**config.mk**
```make
export PLATFORM = sky130hd
export DESIGN_NAME = hashed_counter_bounded_random
export DESIGN_NICKNAME = d
export VERILOG_FILES = /design/src/hdl/hcbr_pkg.sv /design/src/hdl/hcbr_dp.sv /design/src/hdl/hcbr_ctrl.sv /design/src/hdl/hashed_counter_bounded_random.sv
export SDC_FILE = /design/constraint.sdc
export NUM_CORES = 1
export LEC_CHECK = 0
export BUFFER_PORTS_ARGS = -buffer_cell sky130_fd_sc_hd__buf_2
export CAP_MARGIN = 20
export CORE_AREA = 3 3 210 263
export DETAILED_ROUTE_END_ITERATION = 10
export DIE_AREA = 0 0 213 266
export MAX_ROUTING_LAYER = met4
export PLACE_DENSITY = 0.66
export REMOVE_ABC_BUFFERS = 1
export SKIP_CTS_REPAIR_TIMING = 1
export SLEW_MARGIN = 20
export SYNTH_ARGS = -nofsm -noshare
export SYNTH_HDL_FRONTEND = slang
export SYNTH_HIERARCHICAL = 1
export SYNTH_SLANG_ARGS = --single-unit
```
**constraint.sdc**
```tcl
create_clock -name clk_i -period 16.45 [get_ports clk_i]
set_input_delay 0 -clock clk_i [delete_from_list [all_inputs] [get_ports clk_i]]
set_output_delay 0 -clock clk_i [all_outputs]
set_load 0.05 [all_outputs]
```
**src/hdl/hcbr_pkg.sv**
```systemverilog
// Package for the hashed counter bounded random block.
// Holds the hash constants, the mask function and the command and status structs.
// No dependencies.
package hcbr_pkg;

  localparam int unsigned DataW   = 32;
  localparam int unsigned Rounds  = 4;
  localparam int unsigned RoundW  = 2;

  localparam logic [DataW-1:0] MixK0 = 32'd1833778363;
  localparam logic [DataW-1:0] MixK1 = 32'd337170863;
  localparam logic [DataW-1:0] MixK2 = 32'd620363059;
  localparam logic [DataW-1:0] MixK3 = 32'd232140641;
  localparam int unsigned      MixS1 = 13;
  localparam int unsigned      MixS2 = 10;
  localparam int unsigned      MixS3 = 21;

  localparam logic [RoundW-1:0] RoundFirst = 2'd0;
  localparam logic [RoundW-1:0] RoundLast  = 2'(Rounds - 1);

  typedef struct packed {
    logic              load;
    logic              mul;
    logic              mix;
    logic              emit;
    logic [RoundW-1:0] round;
  } hcbr_cmd_t;

  typedef struct packed {
    logic trivial;
    logic draw_ok;
  } hcbr_status_t;

  function automatic logic [DataW-1:0] mix_const(input logic [RoundW-1:0] round);
    logic [DataW-1:0] k;
    case (round)
      2'd0:    k = MixK0;
      2'd1:    k = MixK1;
      2'd2:    k = MixK2;
      default: k = MixK3;
    endcase
    return k;
  endfunction

  function automatic logic [DataW-1:0] cover_mask(input logic [DataW-1:0] v);
    logic [DataW-1:0] m;
    m = v;
    m = m | (m >> 1);
    m = m | (m >> 2);
    m = m | (m >> 4);
    m = m | (m >> 8);
    m = m | (m >> 16);
    return m;
  endfunction

endpackage

```
**src/hdl/hcbr_dp.sv**
```systemverilog
// Datapath of the hashed counter bounded random block: seed, draw counter,
// shared multiplier, hash accumulator, mask and output value register.
// Depends on hcbr_pkg.
module hcbr_dp
  import hcbr_pkg::*;
(
  input  logic               clk_i,
  input  logic               rst_ni,
  input  logic               cfg_we_i,
  input  logic [DataW-1:0]   cfg_wdata_i,
  input  logic [DataW-1:0]   sides_i,
  input  hcbr_cmd_t          cmd_i,
  output hcbr_status_t       status_o,
  output logic [DataW-1:0]   value_o
);

  logic [DataW-1:0] seed_q, seed_d;
  logic [DataW-1:0] cnt_q, cnt_d;
  logic [DataW-1:0] sides_q, mask_q;
  logic [DataW-1:0] acc_q, prod_q, value_q;
  logic [DataW-1:0] cnt_inc, mul_op, mix_term, draw;

  assign cnt_inc = cnt_q + 32'd1;
  assign mul_op  = (cmd_i.round == RoundFirst) ? cnt_inc : acc_q;
  assign draw    = acc_q & mask_q;

  always_comb begin
    case (cmd_i.round)
      2'd0:    mix_term = seed_q;
      2'd1:    mix_term = (acc_q >> MixS1) ^ acc_q;
      2'd2:    mix_term = acc_q >> MixS2;
      default: mix_term = acc_q >> MixS3;
    endcase
  end

  assign seed_d = cfg_we_i ? cfg_wdata_i : seed_q;
  assign cnt_d  = (cmd_i.mul && cmd_i.round == RoundFirst) ? cnt_inc : cnt_q;

  always_ff @(posedge clk_i or negedge rst_ni) begin
    if (!rst_ni) begin
      seed_q <= '0;
      cnt_q  <= '0;
    end else begin
      seed_q <= seed_d;
      cnt_q  <= cnt_d;
    end
  end

  always_ff @(posedge clk_i) begin
    if (cmd_i.load) begin
      sides_q <= sides_i;
      mask_q  <= cover_mask(sides_i - 32'd1);
    end
    if (cmd_i.mul) begin
      prod_q <= mul_op * mix_const(cmd_i.round);
    end
    if (cmd_i.mix) begin
      acc_q <= prod_q ^ mix_term;
    end
    if (cmd_i.emit) begin
      value_q <= status_o.trivial ? '0 : draw;
    end
  end

  assign status_o.trivial = (sides_q <= 32'd1);
  assign status_o.draw_ok = (draw < sides_q);
  assign value_o          = value_q;

endmodule

```
**src/hdl/hcbr_ctrl.sv**
```systemverilog
// Controller of the hashed counter bounded random block: sequences the hash
// rounds, the rejection test and the output handshake.
// Depends on hcbr_pkg.
module hcbr_ctrl
  import hcbr_pkg::*;
(
  input  logic         clk_i,
  input  logic         rst_ni,
  input  logic         in_valid_i,
  output logic         in_ready_o,
  output logic         out_valid_o,
  input  logic         out_ready_i,
  input  hcbr_status_t status_i,
  output hcbr_cmd_t    cmd_o
);

  typedef enum logic [2:0] {
    StIdle,
    StStart,
    StMul,
    StMix,
    StTest,
    StDone
  } state_e;

  state_e            state_q, state_d;
  logic [RoundW-1:0] round_q, round_d;
  logic              out_valid_q, out_valid_d;
  logic              out_free;

  assign out_free   = !out_valid_q || out_ready_i;
  assign in_ready_o = (state_q == StIdle);

  always_comb begin
    state_d   = state_q;
    round_d   = round_q;
    cmd_o     = '0;
    cmd_o.round = round_q;
    case (state_q)
      StIdle: begin
        if (in_valid_i) begin
          cmd_o.load = 1'b1;
          state_d    = StStart;
        end
      end
      StStart: begin
        round_d = RoundFirst;
        state_d = status_i.trivial ? StDone : StMul;
      end
      StMul: begin
        cmd_o.mul = 1'b1;
        state_d   = StMix;
      end
      StMix: begin
        cmd_o.mix = 1'b1;
        if (round_q == RoundLast) begin
          state_d = StTest;
        end else begin
          round_d = round_q + 2'd1;
          state_d = StMul;
        end
      end
      StTest: begin
        round_d = RoundFirst;
        state_d = status_i.draw_ok ? StDone : StMul;
      end
      StDone: begin
        if (out_free) begin
          cmd_o.emit = 1'b1;
          state_d    = StIdle;
        end
      end
      default: state_d = StIdle;
    endcase
  end

  always_comb begin
    out_valid_d = out_valid_q;
    if (cmd_o.emit) begin
      out_valid_d = 1'b1;
    end else if (out_ready_i) begin
      out_valid_d = 1'b0;
    end
  end

  always_ff @(posedge clk_i or negedge rst_ni) begin
    if (!rst_ni) begin
      state_q     <= StIdle;
      round_q     <= RoundFirst;
      out_valid_q <= 1'b0;
    end else begin
      state_q     <= state_d;
      round_q     <= round_d;
      out_valid_q <= out_valid_d;
    end
  end

  assign out_valid_o = out_valid_q;

endmodule

```
**src/hdl/hashed_counter_bounded_random.sv**
```systemverilog
// Top level of the hashed counter bounded random block.
// Depends on hcbr_pkg, hcbr_ctrl and hcbr_dp.
//
//   channel  | direction | handshake                 | payload
//   ---------+-----------+---------------------------+------------------
//   request  | in        | in_valid_i / in_ready_o   | sides_i [31:0]
//   result   | out       | out_valid_o / out_ready_i | value_o [31:0]
//   config   | in        | cfg_we_i                  | cfg_wdata_i [31:0]
//
// One request at a time. Each draw runs four rounds of one multiply and one
// combine on the shared 32x32 multiplier, then the bound test; a draw that fails
// the test is redrawn. A bound of 0 or 1 takes no draw and returns zero.
// The result register lets the next beat in while a result waits.
// Reset clears the seed, the draw counter and all control state.
module hashed_counter_bounded_random
  import hcbr_pkg::*;
(
  input  logic             clk_i,
  input  logic             rst_ni,
  input  logic             cfg_we_i,
  input  logic [DataW-1:0] cfg_wdata_i,
  input  logic             in_valid_i,
  output logic             in_ready_o,
  input  logic [DataW-1:0] sides_i,
  output logic             out_valid_o,
  input  logic             out_ready_i,
  output logic [DataW-1:0] value_o
);

  hcbr_cmd_t    cmd;
  hcbr_status_t status;

  hcbr_ctrl u_ctrl (
    .clk_i       (clk_i),
    .rst_ni      (rst_ni),
    .in_valid_i  (in_valid_i),
    .in_ready_o  (in_ready_o),
    .out_valid_o (out_valid_o),
    .out_ready_i (out_ready_i),
    .status_i    (status),
    .cmd_o       (cmd)
  );

  hcbr_dp u_dp (
    .clk_i       (clk_i),
    .rst_ni      (rst_ni),
    .cfg_we_i    (cfg_we_i),
    .cfg_wdata_i (cfg_wdata_i),
    .sides_i     (sides_i),
    .cmd_i       (cmd),
    .status_o    (status),
    .value_o     (value_o)
  );

endmodule

```
==> impl_metrics.csv, run 1 <==
group,metric,value,unit
setup_path,required,16.74,ns
global_routing,grt_remaining_overflow,0,
routing,drtPass1Iterations,8,
timing,clock_skew,0.0271,ns
clock_tree,cts-buffers-inserted,24,
final_layout,fin_nets,3317,
hold_path,hp-class,"in -> async",
routing,drtIter0Drc,1472,
setup_path,slowest_stage,"nor2_1",
timing,drv_slew,0,
timing,tightest_slew,1.10,ns
synth,synthAdderAreaFrac,0.382,
synth,synth_top_family_by_area,"adder cells",
synth,netlist_instances,2532,
synth,synth_seq_cells,230,
outcome,status,"complete, no violations",
setup_path,crit_path_start_kind,"register",
routing,wl,85900,um
floorplanning,pin_count,103,
synth,synth_flop_cell,"edfxtp_1",
synth,async_flop_share,0.304,
synth,synth_compound_area_frac,0.0603,
synth,synth.avg_cell_area,10.4,um^2
clock_tree,tritoncts,"built",
floorplanning,rows,94,
clock_tree,path_clk_slew,0.06,ns
setup_path,worstSetupPathType,"reg -> reg",
final_layout,drive_gt1_frac,0.0946,
synth,muxShareOfSynthArea,0.0203,
timing,rsz0062_at_grt,"no",
timing,fmax,0.101,GHz
routing,via_per_inst,5.64,
setup_path,cpPeakStageDelay,0.83,ns
setup_path,worst_path_most_repeated_cell,"fa_1",
timing,hold_ws,0.151,ns
clock_tree,root_buffer,"clkbuf_16",
floorplanning,fp.dieW,213,um
clock_tree,max-clock-path-buffers,3,
synth,yosys.area_share.simple,0.126,
floorplanning,die_h,266,um
setup_path,crit_arrival,10.24,ns
routing,drc,0,
floorplanning,core_area,52800,um^2
global_routing,grt_max_degree,71,
global_routing,grt_usage,0.316,
routing,avgRoutedWirePerCell,25.5,um
synth,synth_edf_count,160,
final_layout,layout_commonest_cell,"inv_1",
routing,num_vias,18983,
final_layout,final_core_util,0.550,
synth,yosysUniqueCellTypes,90,
clock_tree,cts_sinks,230,
job,drv_cap,0,
timing,hold_viol,0,
synth,ys_warn_count,6,
floorplanning,start_util,0.499,
clock_tree,clk-insertion-delay-late,0.55,ns
timing,timing.final.crit_share,0.605,
timing,tns,0,ns
global_routing,first_global_vias,20018,
setup_path,path_max_fanout,37,
synth,synth.yosys.seq_area_share,0.249,
placed_design,post-dp-hpwl,72200,um
placed_design,gp_congestion,1.04,
timing,maxSlewHeadroom,0.263,
final_layout,synthToLayoutAreaGrowth,10.3,%
clock_tree,cts.htree.levels,1,
timing,period_minus_slack,9.94,ns
synth,synth_xor_area_frac,0.0736,
global_routing,antenna_found_initial,0,
timing,setup_viol,0,
floorplanning,die_area,56700,um^2
synth,synth_area,26300,um^2
global_routing,grt_pass1_wl,127000,um
placed_design,io_buffers,102,
final_layout,diodes,0,
routing,final_antenna_net_count,0,
setup_path,end_kind,"register",
final_layout,final_cell_mix,"525 x inv_1, 390 x fa_1, 178 x ha_1",
worst max-delay path, delay by kind of cell, from the launching register on:
family	cells	cell delay, ns
buffers and inverters	6	1.35
adder cells (fa/ha/maj)	10	4.79
XOR/XNOR	1	0.10
AND/OR/NAND/NOR	6	2.17
flip-flops	1	0.46
AO/OA/AOI/OAI	3	0.78
through the flow:
| step | area (um^2) | cells | worst slack, ns |
|---|---|---|---|
| after detailed placement | 27600 | 3255 | 6.66 |
| final | 29000 | 3367 | 6.51 |
| after global routing | 29000 | 3367 | 6.17 |
| after CTS | 28400 | 3299 | 6.62 |
| after global placement | 27600 | 3255 | 6.66 |
| after floorplan | 26000 | 2457 | 5.67 |
cell type report:
| class | count | area, um^2 |
|---|---|---|
| Timing Repair Buffer | 194 | 1370 |
| Clock buffer | 34 | 662 |
| Fill cell | 4611 | 23800 |
| Tap cell | 672 | 841 |
| Sequential cell | 230 | 6560 |
| Inverter | 529 | 1990 |
| Clock inverter | 10 | 118 |
| Multi-Input combinational cell | 1698 | 17500 |
sequential cells by signal, indices dropped and copies added (netlist names), 3 cells and up:
| name | cells |
|---|---|
| u_dp/prod_q | 32 |
| u_dp/sides_q | 32 |
| u_ctrl/state_q | 3 |
| u_dp/mask_q | 32 |
| u_dp/acc_q | 32 |
| u_dp/value_o | 32 |
| u_dp/seed_q | 32 |
| u_dp/cnt_q | 32 |
worst paths after layout:
path                                   startpoint            endpoint  slack (ns)  cells past startpoint
max in group asynchronous                  rst_ni  u_ctrl/out_valid_o       15.61                      2
worst max register to register  u_ctrl/round_q[0]     u_dp/prod_q[31]        6.51                     26
worst min-delay path                       rst_ni      u_dp/cnt_q[22]        0.15                      2
min in group clk_i                       cfg_we_i     u_dp/seed_q[28]        0.18                      2
worst min register to register    u_dp/seed_q[11]     u_dp/seed_q[11]        0.51                      1
worst max-delay path            u_ctrl/round_q[0]     u_dp/prod_q[31]        6.51                     26
routing by layer:
metal | GRT usage | share of wire
met1 | 0.367 | 0.37
met2 | 0.531 | 0.50
met3 | 0.0287 | 0.051
met4 | 0.196 | 0.081
met5 | - | 0
kinds of logic after synthesis:
family / after synthesis
and+or+nand+nor: 634
buffers and inverters: 604
adders and majority gates: 571
AOI/OAI and AO/OA: 232
DFF: 230
xor gates and xnor gates: 214
muxes: 47
synth_stat cells (4+ instances only):
master	count	area, um^2
fa_1	390	7810
o21bai_1	5	37.5
nor3_1	34	170
a22oi_1	9	67.6
o21ai_0	32	160
a221o_1	10	100
nor2_1	163	612
a31oi_1	10	62.6
and4_1	6	52.6
edfxtp_1	160	4800
or2_2	18	113
dfrtp_1	70	1750
and3_1	11	68.8
o32ai_1	5	43.8
buf_6	4	45.0
o21a_1	14	105
nand4_1	17	106
or3_1	14	87.6
a31o_2	4	35.0
nor2b_1	67	419
xnor2_1	111	972
xor2_1	98	858
ha_1	181	2260
nand2_1	126	473
and2_1	63	394
inv_1	525	1970
mux2i_1	10	100
a211oi_1	6	45.0
nand2b_1	38	238
a222oi_1	12	120
buf_2	5	25.0
nand3b_1	4	30.0
nand3_1	24	120
clkbuf_1	49	184
a21o_1	23	173
o32a_1	4	40.0
mux2_2	34	383
a21oi_1	69	345
nor4_1	16	100
buf_1	13	48.8
Power of run 1 is left out: the tool's default activity adds up to more than one toggle a clock period on the data nets, which glitch-free logic cannot reach.
==> run 2, diff against run 1 <==
==> constraint.sdc (replaced) <==
create_clock -name clk_i -period 9.7 [get_ports clk_i]
set_input_delay 0 -clock clk_i [delete_from_list [all_inputs] [get_ports clk_i]]
set_output_delay 0 -clock clk_i [all_outputs]
set_load 0.05 [all_outputs]
==> run 2 against run 1 <==
  * Clock skew increased by 0.018 ns
  * Utilization grew 0.61 points
  * Cell count increased by 1.0%
  * Count of clock-buffer cells in the layout did not move
  * Worst setup slack got worse by 6.1 ns
  * Global-route usage decreased by 0.074 points
  * Critical endpoint unchanged
  * Largest cell class unchanged
==> impl_metrics.csv, run 2 (synthesized netlist as in run 1, its figures left out) <==
group,metric,value,unit
global_routing,antenna_found_initial,1,
clock_tree,path_clk_slew,0.06,ns
timing,fmax,0.107,GHz
timing,period_minus_slack,9.34,ns
setup_path,path_buf_inv,2,
routing,wl,85800,um
routing,drc,0,
placed_design,dpl-instance-area,27800,um^2
setup_path,worstSetupPathType,"reg -> reg",
hold_path,hp-class,"in -> reg",
placed_design,io_buffers,102,
global_routing,grt_max_degree,65,
clock_tree,cts-buffers-inserted,24,
setup_path,crit_arrival,9.65,ns
timing,timing.final.crit_share,0.963,
routing,drtPass1Iterations,6,
timing,drv_slew,0,
final_layout,final_cell_mix,"525 x inv_1, 390 x fa_1, 178 x ha_1",
clock_tree,clk-insertion-delay-late,0.56,ns
setup_path,slowest_stage,"or4_1",
timing,maxSlewHeadroom,0.319,
final_layout,diodes,0,
global_routing,grt_pass1_wl,127000,um
global_routing,grt_usage,0.315,
placed_design,post-dp-hpwl,71900,um
timing,setup_viol,0,
routing,final_antenna_net_count,0,
timing,hold_viol,0,
final_layout,synthToLayoutAreaGrowth,11.5,%
routing,avgRoutedWirePerCell,25.2,um
routing,num_vias,19116,
timing,hold_ws,0.180,ns
timing,rsz0062_at_grt,"no",
setup_path,cpPeakStageDelay,0.70,ns
floorplanning,core_area,52800,um^2
timing,tightest_slew,1.01,ns
routing,via_per_inst,5.62,
final_layout,drive_gt1_frac,0.104,
job,drv_cap,0,
final_layout,layout_commonest_cell,"inv_1",
floorplanning,die_area,56700,um^2
setup_path,path_max_fanout,12,
floorplanning,start_util,0.499,
setup_path,required,10.01,ns
clock_tree,cts.htree.levels,1,
clock_tree,cts_sinks,230,
setup_path,worst_path_most_repeated_cell,"fa_1",
final_layout,design_area,29400,um^2
setup_path,path_delay_family,"adder cells",
clock_tree,max-clock-path-buffers,3,
timing,clock_skew,0.0450,ns
placed_design,gp_congestion,1.08,
placed_design,dpl_worst_slack,0.332,ns
floorplanning,rows,94,
final_layout,fin_nets,3352,
clock_tree,tritoncts,"built",
setup_path,end_kind,"register",
outcome,status,"complete, no violations",
floorplanning,fp.dieW,213,um
floorplanning,die_h,266,um
floorplanning,pin_count,103,
setup_path,crit_path_start_kind,"register",
timing,fin_ws,0.359,ns
setup_path,r2r_slack,0.36,ns
global_routing,grt_remaining_overflow,0,
clock_tree,root_buffer,"clkbuf_16",
global_routing,first_global_vias,20209,
routing,drtIter0Drc,1657,
==> run 2: layer usage <==
layer | part of all wire | vias up | global-route usage
li1 | - | 8408 | -
met1 | 0.37 | 9691 | 0.374
met2 | 0.50 | 795 | 0.533
met3 | 0.053 | 222 | 0.0285
met4 | 0.067 | 0 | 0.168
met5 | 0 | - | -
==> run 2: per-stage QoR <==
stage / util / cells / setup TNS, ns
5_1_grt: 0.556 / 3402 / 0
6_report: 0.556 / 3402 / 0
3_3_place_gp: 0.527 / 3289 / 0
4_1_cts: 0.543 / 3333 / 0
3_5_place_dp: 0.527 / 3289 / 0
2_1_floorplan: - / 2457 / -8.24
==> run 2: worst paths after layout <==
kind,start,to,depth (start not counted)
max,u_dp/cnt_q[0],u_dp/prod_q[31],28
min,cfg_we_i,u_dp/seed_q[28],2
max reg2reg,u_dp/cnt_q[0],u_dp/prod_q[31],28
min reg2reg,u_dp/cnt_q[31],u_dp/cnt_q[31],1
max in group asynchronous,rst_ni,u_dp/seed_q[3],3
min in group asynchronous,rst_ni,u_dp/cnt_q[29],3
==> run 2: area by class of cell <==
| type | instances | area [um^2] |
|---|---|---|
| multi-input cells | 1698 | 17500 |
| repair buffers | 229 | 1650 |
| clock inverters | 10 | 179 |
| well taps | 672 | 841 |
| flip-flops and latches | 230 | 6560 |
| clock buffers | 34 | 648 |
| fillers | 4664 | 23400 |
| inverters | 529 | 1990 |
Power of run 2 is left out for the same reason.
==> run 3, diff against run 2 <==
--- a/config.mk
+++ b/config.mk
@@ -7,12 +7,11 @@
 export LEC_CHECK = 0
 export BUFFER_PORTS_ARGS = -buffer_cell sky130_fd_sc_hd__buf_2
 export CAP_MARGIN = 20
-export CORE_AREA = 3 3 210 263
+export CORE_AREA = 2 2 209 262
 export DETAILED_ROUTE_END_ITERATION = 10
-export DIE_AREA = 0 0 213 266
+export DIE_AREA = 0 0 211 264
 export MAX_ROUTING_LAYER = met4
 export PLACE_DENSITY = 0.66
-export REMOVE_ABC_BUFFERS = 1
 export SKIP_CTS_REPAIR_TIMING = 1
 export SLEW_MARGIN = 20
 export SYNTH_ARGS = -nofsm -noshare
==> run 3 against run 2 <==
  * Count of clock-buffer cells in the layout decreased by 1
  * Critical path depth is the same
  * Non-clock buffer count shrank 4
  * Global-route usage increased by 0.068 points
  * Flip-flop and latch count is the same
  * Final area increased by 0.17%
  * Utilization shrank 0.49 points
  * Hold slack got worse by 0.21 ns
  * First-iteration DRC count fell by 9.6%
  * Worst setup slack improved by 0.074 ns
  * Critical path type unchanged
  * The flow now finishes with violations (negative hold slack)
==> impl_metrics.csv, run 3 (synthesized netlist as in run 1, its figures left out) <==
group,metric,value,unit
floorplanning,core_area,53400,um^2
setup_path,required,10.01,ns
floorplanning,die_area,55700,um^2
timing,tightest_slew,1.00,ns
outcome,status,"finished, violations left",
global_routing,use_met1,0.363,
timing,maxSlewHeadroom,0.328,
global_routing,busiest_layer,"met2",
global_routing,grt_usage,0.316,
final_layout,final_cell_mix,"525 x inv_1, 390 x fa_1, 178 x ha_1",
routing,num_vias,18887,
global_routing,grt_remaining_overflow,0,
routing,drc,0,
clock_tree,clk-insertion-delay-late,0.56,ns
routing,final_antenna_net_count,0,
global_routing,antenna_found_initial,0,
floorplanning,rows,95,
final_layout,diodes,0,
timing,rsz0062_at_grt,"no",
floorplanning,pin_count,103,
routing,wl,83700,um
final_layout,synthToLayoutAreaGrowth,11.7,%
setup_path,worst_path_most_repeated_cell,"fa_1",
routing,via_per_inst,5.55,
timing,drv_slew,0,
outcome,violations,"negative hold slack",
global_routing,grt_pass1_wl,125000,um
hold_path,hp-class,"in -> async",
timing,clock_skew,0.0340,ns
placed_design,gp_congestion,1.03,
routing,drtPass1Iterations,8,
synth,syn-num-nets,3172,
setup_path,worstSetupPathType,"reg -> reg",
timing,period_minus_slack,9.27,ns
setup_path,slowest_stage,"or4_1",
job,drv_cap,0,
setup_path,crit_arrival,9.58,ns
clock_tree,cts-buffers-inserted,24,
timing,setup_viol,0,
timing,timing.final.crit_share,0.955,
clock_tree,max-clock-path-buffers,3,
floorplanning,fp.dieW,211,um
timing,hold_viol,19,
clock_tree,cts.htree.levels,1,
final_layout,layout_commonest_cell,"inv_1",
global_routing,grt.met2_usage,0.542,
clock_tree,root_buffer,"clkbuf_16",
final_layout,nFillCells,4654,
global_routing,first_global_vias,20055,
final_layout,drive_gt1_frac,0.105,
final_layout,fin_nets,3348,
timing,fmax,0.108,GHz
routing,drtIter0Drc,1498,
floorplanning,start_util,0.493,
routing,avgRoutedWirePerCell,24.6,um
setup_path,cpPeakStageDelay,0.67,ns
timing,hold_ws,-0.0285,ns
setup_path,crit_path_start_kind,"register",
global_routing,grt_max_degree,71,
floorplanning,die_h,264,um
placed_design,post-dp-hpwl,70200,um
timing,tns,0,ns
clock_tree,path_clk_slew,0.06,ns
setup_path,end_kind,"register",
placed_design,io_buffers,102,
global_routing,met3_usage,0.0311,
setup_path,path_max_fanout,12,
clock_tree,tritoncts,"built",
clock_tree,cts_sinks,230,
-- run 3: cell types whose count changed in the layout (fill, tap and decap cells not counted), sizes merged --
cell / delta
buf: -4
inv: +1
clkbuf: -1
-- run 3: cell type report --
class	instances	area, um^2	area share
sequential	230	6560	0.223
multi-input combinational	1698	17500	0.595
clock inverter	11	191	0.00651
tap	679	850	0.0289
clock buffer	33	674	0.0229
inverter	529	1990	0.0675
timing repair buffer	225	1640	0.0558
-- run 3: per-stage QoR --
| step | cells | setup WS (ns) | area (um^2) | utilization | hold WS (ns) |
|---|---|---|---|---|---|
| 3_5_place_dp | 3291 | 0.240 | 27800 | 0.521 | 0.207 |
| 2_1_floorplan | 2532 | 0.658 | 26300 | - | -0.296 |
| 4_1_cts | 3335 | 0.197 | 28700 | 0.537 | -0.375 |
| 3_3_place_gp | 3291 | 0.317 | 27800 | 0.521 | 0.202 |
| 5_1_grt | 3405 | 0.0331 | 29400 | 0.551 | 0.0245 |
| 6_report | 3405 | 0.433 | 29400 | 0.551 | -0.0285 |
-- run 3: path summary, 6_finish.rpt --
check / startpoint / endpoint / slack, ns / cells past startpoint
hold / removal: rst_ni / u_dp/seed_q[29] / -0.03 / 3
hold reg to reg: u_dp/cnt_q[19] / u_dp/cnt_q[19] / 0.51 / 1
min in group clk_i: cfg_we_i / u_dp/seed_q[21] / 0.15 / 2
setup / recovery: u_dp/cnt_q[0] / u_dp/prod_q[31] / 0.43 / 28
setup reg to reg: u_dp/cnt_q[0] / u_dp/prod_q[31] / 0.43 / 28
max in group asynchronous: rst_ni / u_dp/cnt_q[24] / 8.46 / 3
-- run 3: metal layers --
layer  wire length [um]  vias to the layer above
met5                  0                        -
met2              42900                      709
met1              30900                     9589
met4               5670                        0
met3               4240                      200
li1                   -                     8389
-- run 3: critical path, delay by kind of cell, from the launching register on --
family / cells / cell delay, ns
and+or+nand+nor: 4 / 1.32
xor gates and xnor gates: 11 / 2.43
adders and majority gates: 9 / 4.05
AOI/OAI and AO/OA: 1 / 0.25
DFF: 1 / 0.43
buffers and inverters: 3 / 0.53
Power of run 3 is left out for the same reason.
